--- src/sv/rbp_pkg.sv ---
// Package for the raster bitmap packer: configuration indexes, header bytes and threshold.
package rbp_pkg;

    localparam int unsigned PixelWidth = 24;
    localparam int unsigned ByteWidth  = 8;
    localparam int unsigned DimWidth   = 16;
    localparam int unsigned HdrCount   = 8;
    localparam int unsigned HdrIdxWidth = $clog2(HdrCount);

    localparam logic [0:0] CFG_IMAGE_WIDTH  = 1'd0;
    localparam logic [0:0] CFG_IMAGE_HEIGHT = 1'd1;

    localparam logic [7:0] HDR_GS  = 8'h1D;
    localparam logic [7:0] HDR_V   = 8'h76;
    localparam logic [7:0] HDR_ZRO = 8'h30;
    localparam logic [7:0] HDR_MODE = 8'h00;

    localparam logic [9:0]  LUMA_R = 10'd299;
    localparam logic [9:0]  LUMA_G = 10'd587;
    localparam logic [9:0]  LUMA_B = 10'd114;
    localparam logic [18:0] LUMA_THRESHOLD = 19'd128000;

    localparam logic [HdrIdxWidth-1:0] HDR_LAST = HdrIdxWidth'(HdrCount - 1);

    typedef logic [HdrIdxWidth-1:0] hdr_idx_t;

    function automatic logic [7:0] hdr_byte(input hdr_idx_t idx,
                                            input logic [13:0] row_bytes,
                                            input logic [DimWidth-1:0] height);
        logic [7:0] b;
        begin
            case (idx)
                3'd0:    b = HDR_GS;
                3'd1:    b = HDR_V;
                3'd2:    b = HDR_ZRO;
                3'd3:    b = HDR_MODE;
                3'd4:    b = row_bytes[7:0];
                3'd5:    b = {2'b00, row_bytes[13:8]};
                3'd6:    b = height[7:0];
                default: b = height[15:8];
            endcase
            return b;
        end
    endfunction

endpackage

--- src/sv/raster_bitmap_packer_core.sv ---
// Raster bitmap packer: RGB pixels in, raster print command bytes out.
//
//  channel | direction | handshake              | payload
//  s_      | in        | s_tvalid / s_tready    | s_tdata[23:0] pixel_rgb
//  m_      | out       | m_tvalid / m_tready    | m_tdata out_byte, m_tlast run_last,
//          |           |                        | m_tuser image_end
//  cfg_    | in        | cfg_valid / cfg_ready  | cfg_index, cfg_data
//
// One pixel per cycle while m_tready does not stall; a pixel that gives one byte or none
// keeps s_tready high. The first pixel of an image sends the eight header bytes, then
// its data byte if it fills or ends one; s_tready stays low until the last is loaded.
// Synchronous active-low reset clears the counters, the item and output valid flags.
// m_tready low holds the output register and, once the item register is full, s_tready.
module raster_bitmap_packer_core
    import rbp_pkg::*;
(
    input  logic                  aclk,
    input  logic                  aresetn,
    input  logic                  s_tvalid,
    output logic                  s_tready,
    input  logic [PixelWidth-1:0] s_tdata,   // [23:0] pixel_rgb
    output logic                  m_tvalid,
    input  logic                  m_tready,
    output logic [ByteWidth-1:0]  m_tdata,   // [7:0] out_byte
    output logic                  m_tlast,
    output logic                  m_tuser,   // [0] image_end
    input  logic                  cfg_valid,
    output logic                  cfg_ready,
    input  logic [0:0]            cfg_index,
    input  logic [DimWidth-1:0]   cfg_data
);

    logic [DimWidth-1:0] width_reg, height_reg;
    logic [DimWidth-1:0] col_reg, col_next;
    logic [DimWidth-1:0] row_reg, row_next;
    logic [2:0]          bitpos_reg, bitpos_next;
    logic [7:0]          partial_reg, partial_next;
    logic                hsent_reg, hsent_next;

    logic                job_valid_reg, job_valid_next;
    logic                job_hdr_reg, job_hdr_next;
    hdr_idx_t            job_idx_reg, job_idx_next;
    logic                job_data_reg, job_data_next;
    logic [7:0]          job_byte_reg, job_byte_next;
    logic                job_end_reg, job_end_next;

    logic                m_tvalid_reg;
    logic [7:0]          m_byte_reg;
    logic                m_last_reg, m_user_reg;

    logic [DimWidth-1:0] w_eff, h_eff;
    logic [13:0]         row_bytes;
    logic [DimWidth-1:0] col_base, row_base;
    logic [2:0]          bit_base;
    logic [7:0]          part_base, part_set;
    logic [18:0]         luma;
    logic                black, col_end, img_end, byte_out, accept;
    logic                out_load, out_last, job_done;
    logic [7:0]          out_byte;
    logic                out_user;

    assign cfg_ready = 1'b1;

    always_comb begin
        w_eff     = (width_reg == '0) ? DimWidth'(1) : width_reg;
        h_eff     = (height_reg == '0) ? DimWidth'(1) : height_reg;
        row_bytes = 14'(({1'b0, w_eff} + 17'd7) >> 3);
    end

    always_comb begin
        luma = 19'(LUMA_R) * 19'(s_tdata[23:16]) + 19'(LUMA_G) * 19'(s_tdata[15:8])
             + 19'(LUMA_B) * 19'(s_tdata[7:0]);
        black = luma < LUMA_THRESHOLD;
        col_base  = hsent_reg ? col_reg : '0;
        row_base  = hsent_reg ? row_reg : '0;
        bit_base  = hsent_reg ? bitpos_reg : 3'd0;
        part_base = hsent_reg ? partial_reg : 8'd0;
        part_set  = part_base | (black ? (8'h80 >> bit_base) : 8'h00);
        col_end   = ({1'b0, col_base} + 17'd1) >= {1'b0, w_eff};
        img_end   = ({1'b0, row_base} + 17'd1) >= {1'b0, h_eff};
        byte_out  = col_end || (bit_base == 3'd7);
    end

    always_comb begin
        out_load = job_valid_reg && (!m_tvalid_reg || m_tready);
        if (job_hdr_reg) begin
            out_byte = hdr_byte(job_idx_reg, row_bytes, h_eff);
            out_last = (job_idx_reg == HDR_LAST) && !job_data_reg;
            out_user = 1'b0;
        end else begin
            out_byte = job_byte_reg;
            out_last = 1'b1;
            out_user = job_end_reg;
        end
        job_done = out_load && out_last;
        s_tready = !job_valid_reg || job_done;
        accept   = s_tvalid && s_tready;
    end

    always_comb begin
        col_next     = col_reg;
        row_next     = row_reg;
        bitpos_next  = bitpos_reg;
        partial_next = partial_reg;
        hsent_next   = hsent_reg;
        if (accept) begin
            hsent_next = 1'b1;
            if (col_end) begin
                partial_next = 8'd0;
                bitpos_next  = 3'd0;
                col_next     = '0;
                if (img_end) begin
                    row_next   = '0;
                    hsent_next = 1'b0;
                end else begin
                    row_next = row_base + DimWidth'(1);
                end
            end else begin
                col_next = col_base + DimWidth'(1);
                row_next = row_base;
                if (bit_base == 3'd7) begin
                    partial_next = 8'd0;
                    bitpos_next  = 3'd0;
                end else begin
                    partial_next = part_set;
                    bitpos_next  = bit_base + 3'd1;
                end
            end
        end
    end

    always_comb begin
        job_valid_next = job_valid_reg;
        job_hdr_next   = job_hdr_reg;
        job_idx_next   = job_idx_reg;
        job_data_next  = job_data_reg;
        job_byte_next  = job_byte_reg;
        job_end_next   = job_end_reg;
        if (accept) begin
            job_valid_next = !hsent_reg || byte_out;
            job_hdr_next   = !hsent_reg;
            job_idx_next   = '0;
            job_data_next  = byte_out;
            job_byte_next  = part_set;
            job_end_next   = col_end && img_end;
        end else if (job_done) begin
            job_valid_next = 1'b0;
        end else if (out_load && job_hdr_reg) begin
            if (job_idx_reg == HDR_LAST) begin
                job_hdr_next = 1'b0;
            end else begin
                job_idx_next = job_idx_reg + hdr_idx_t'(1);
            end
        end
    end

    always_ff @(posedge aclk) begin
        if (!aresetn) begin
            width_reg     <= DimWidth'(1);
            height_reg    <= DimWidth'(1);
            col_reg       <= '0;
            row_reg       <= '0;
            bitpos_reg    <= 3'd0;
            partial_reg   <= 8'd0;
            hsent_reg     <= 1'b0;
            job_valid_reg <= 1'b0;
            job_hdr_reg   <= 1'b0;
            job_idx_reg   <= '0;
            m_tvalid_reg  <= 1'b0;
        end else begin
            if (cfg_valid) begin
                unique case (cfg_index)
                    CFG_IMAGE_WIDTH:  width_reg  <= cfg_data;
                    CFG_IMAGE_HEIGHT: height_reg <= cfg_data;
                    default:          ;
                endcase
            end
            col_reg       <= col_next;
            row_reg       <= row_next;
            bitpos_reg    <= bitpos_next;
            partial_reg   <= partial_next;
            hsent_reg     <= hsent_next;
            job_valid_reg <= job_valid_next;
            job_hdr_reg   <= job_hdr_next;
            job_idx_reg   <= job_idx_next;
            if (out_load) begin
                m_tvalid_reg <= 1'b1;
            end else if (m_tready) begin
                m_tvalid_reg <= 1'b0;
            end
        end
    end

    always_ff @(posedge aclk) begin
        job_data_reg <= job_data_next;
        job_byte_reg <= job_byte_next;
        job_end_reg  <= job_end_next;
        if (out_load) begin
            m_byte_reg <= out_byte;
            m_last_reg <= out_last;
            m_user_reg <= out_user;
        end
    end

    assign m_tvalid = m_tvalid_reg;
    assign m_tdata  = m_byte_reg;
    assign m_tlast  = m_last_reg;
    assign m_tuser  = m_user_reg;

endmodule
--- config.mk ---
export PLATFORM = sky130hd
export DESIGN_NAME = raster_bitmap_packer_core
export DESIGN_NICKNAME = d
export VERILOG_FILES = /design/src/sv/rbp_pkg.sv /design/src/sv/raster_bitmap_packer_core.sv
export SDC_FILE = /design/constraint.sdc
export NUM_CORES = 1
export LEC_CHECK = 0
export BUFFER_PORTS_ARGS = -buffer_cell sky130_fd_sc_hd__buf_2
export CAP_MARGIN = 20
export CELL_PAD_IN_SITES_DETAIL_PLACEMENT = 2
export CELL_PAD_IN_SITES_GLOBAL_PLACEMENT = 2
export CORE_MARGIN = 2
export CORE_UTILIZATION = 30
export CTS_BUF_LIST = sky130_fd_sc_hd__clkbuf_4 sky130_fd_sc_hd__clkbuf_8
export CTS_CLUSTER_SIZE = 8
export DETAILED_ROUTE_END_ITERATION = 8
export GPL_TIMING_DRIVEN = 0
export PLACE_DENSITY_LB_ADDON = 0.1
export SLEW_MARGIN = 40
export SYNTH_ARGS = -nofsm -noshare
export SYNTH_HDL_FRONTEND = slang
export SYNTH_SLANG_ARGS = --single-unit
--- constraint.sdc ---
create_clock -name aclk -period 14.6 [get_ports aclk]
set_input_delay 1.46 -clock aclk [delete_from_list [all_inputs] [get_ports aclk]]
set_output_delay 1.46 -clock aclk [all_outputs]
set_load 0.005 [all_outputs]
==> flow_metrics.tcl <==
set metrics [dict create \
    post-cts-setup-buffer-count 0 \
    min_period_over_period_pct 57.0 \
    synth_edf_count 20 \
    p_leak_nw 5.02 \
    synth_seq_area_share_pct 22.2 \
    crit_type "in2reg" \
    outcome "finished clean" \
    drtIter0Drc 284 \
    netlist.top_cell.by_area "ha_1" \
    maxCapViolations 0 \
    cp_slowest_stage_delay_ns 0.55 \
    setup_tns_ns 0 \
    clkSinkCount 102 \
    place.gp.congestion 0.791 \
    synth_area_leaders "ha_1 (18%), dfxtp_1 (16%), fa_1 (14%), inv_1 (7.3%), edfxtp_1 (6.0%)" \
    floorplan.core_area_um2 33400 \
    syn-num-nets 1434 \
    ys.flop_type "dfxtp_1" \
    place_hpwl_mm 27.0 \
    die_w_um 187 \
    overflow 0 \
    cts_buffers 9 \
    via_count 8254 \
    clock_path_buffers 2 \
    grtUsageTotal_pct 19.1 \
    htreeDepth 3 \
    rows 67 \
    drt_first_pass_iters 4 \
    synth.most_common_cell "inv_1" \
    grt_pass1_wl_mm 52.1 \
    crit_required_ns 14.77 \
    hp-class "reg2reg" \
    fmax_mhz 120 \
    ant_nets 0 \
    cts_resized 0 \
    tightestPinTransition_ns 0.783 \
    hold_viol 0 \
    cts-hold-fix-buffers 0 \
    critPathSlowestCell "fa_1" \
    grt_antenna_before_repair 1 \
    grt_pass1_vias 9333 \
    portBuffers 56 \
    grt_max_degree 19 \
    drive_above_1_share_pct 9.27 \
    synth_area_um2 10100 \
    synth.top_cell.area_share_pct 18.5 \
    die_h_um 187 \
    ys_types 78 \
    ir_worst_vdd_mv 0.186 \
    setup_viol 0 \
    clk_latency_ns 0.41 \
    avgViaCountPerCell 4.89 \
    async_flop_share_pct 0 \
    root_buffer "clkbuf_8" \
    synth_commonest_cells "inv_1 (197), ha_1 (149), nand2_1 (141), dfxtp_1 (82), fa_1 (71)" \
    avgRoutedWirePerCell_um 18.8 \
    synth.avg_cell_area_um2 8.64 \
    grt_setup_unrepaired "false" \
    period_needed_ns 8.32 \
    drc 0 \
    ys.warnings.count 0 \
    die_area_um2 35100 \
    critPathCaptureType "flip-flop" \
    clkSlewWorstSetupHoldPaths_ns 0.12 \
    synth_cells 1168 \
    slew_headroom_pct 47.8 \
    report.final.slew_viol_count 0 \
    initial_core_util_pct 30.2 \
    fin_worst_skew_ns 0.0280 \
    wirelength_mm 31.8 \
    place_area_um2 10900 \
    io_pins 59 \
    p_per_area_nw_per_um2 213 \
    cp.arrival_ns 8.49 \
    start_kind "input port" \
    final_area_um2 11100 \
    ys_ff_latch 102 \
    finalNetCount 1501 \
    cts_tree "yes" \
    crit_fanout 10 \
    syn_to_final_growth_pct 10.4 \
]
-- per-stage QoR --
step	instances	hold slack (ns)	power (W)	utilization [%]	setup slack, ns
2_1_floorplan	1168	0.415	0.00172	-	6.98
3_3_place_gp	1672	0.427	0.00218	32.8	5.77
3_5_place_dp	1672	0.442	0.00222	32.8	5.78
4_1_cts	1688	0.460	0.00243	33.4	6.20
5_1_grt	1688	0.476	0.00267	33.4	5.69
6_report	1689	0.455	0.00237	33.4	6.28
-- power breakdown --
part           switching [W]  total [W]  leakage, nW  internal, W
logic                0.00110    0.00186         4.06     0.000752
registers          0.0000120   0.000316        0.861     0.000304
clock network       0.000115   0.000198       0.0982    0.0000828
-- worst paths after layout --
check                                            startpoint  slack, ns  depth (start not counted)                          end
worst min-delay path            partial_reg[0]$_SDFFE_PN0P_       0.45                          2  partial_reg[0]$_SDFFE_PN0P_
worst min register to register  partial_reg[0]$_SDFFE_PN0P_       0.45                          2  partial_reg[0]$_SDFFE_PN0P_
worst max-delay path                             s_tdata[0]       6.28                         29    job_byte_reg[4]$_DFFE_PP_
worst max register to register       hsent_reg$_SDFFE_PN0P_       8.74                         19      row_reg[2]$_SDFFE_PN0P_
-- cells by family (layout without fill, tap and decap cells) --
kind of cell,after synthesis,count (layout),share of synthesized area [%]
simple gates,333,333,15.8
buf+inv,239,311,9.74
compound gates,222,222,15.2
fa+ha+maj,220,220,32.6
flops,102,102,22.2
xor+xnor,47,47,4.08
mux,4,4,0.409
other cells,1,2,0.0372
-- cells in the final DEF (no fill, tap or decap), drive strengths merged, types with 4 or more instances in the layout --
master and n:
clkbuf 33, fa 71, a211oi 8, inv 200
nor2 56, edfxtp 20, a22o 27, xnor2 28
nand3 40, nand2b 9, a21o 16, a211o 4
o21a 6, nor2b 7, a21boi 5, o211ai 8
nand4 23, and2 8, o22ai 4, o2bb2ai 5
o2111ai 5, ha 149, or3 6, and4 5
o21ai 29, o21bai 7, dfxtp 82, a31oi 7
xor2 19, nand2 141, nor4 8, a21oi 71
o31ai 5, buf 72, nor3 11
-- cell type report --
| class | instances | area [µm²] |
|---|---|---|
| clock inverter | 6 | 70.1 |
| multi-input combinational | 827 | 6870 |
| sequential | 102 | 2240 |
| fill | 3884 | 22200 |
| antenna | 1 | 2.50 |
| clock buffer | 10 | 131 |
| buffer | 39 | 233 |
| inverter | 200 | 751 |
| timing repair buffer | 56 | 280 |
| tap | 448 | 561 |
-- critical path, delay by kind of cell --
| family | cells | cell delay, ns |
|---|---|---|
| adders and majority gates | 8 | 3.06 |
| and+or+nand+nor | 4 | 1.12 |
| xor gates and xnor gates | 1 | 0.53 |
| AOI/OAI and AO/OA | 8 | 1.50 |
| buffers and inverters | 8 | 0.80 |
-- per-layer routing --
layer | track usage [%] | part of all wire [%] | routed length (µm) | vias up
met1 | 22.7 | 44 | 14100 | 4114
met3 | 2.05 | 1.8 | 570 | 26
met2 | 36.4 | 52 | 16700 | 54
li1 | - | - | - | 4060
met4 | 4.66 | 1.6 | 507 | 0
met5 | 0 | 0 | 0 | -
(Power assumes the default switching activity.)
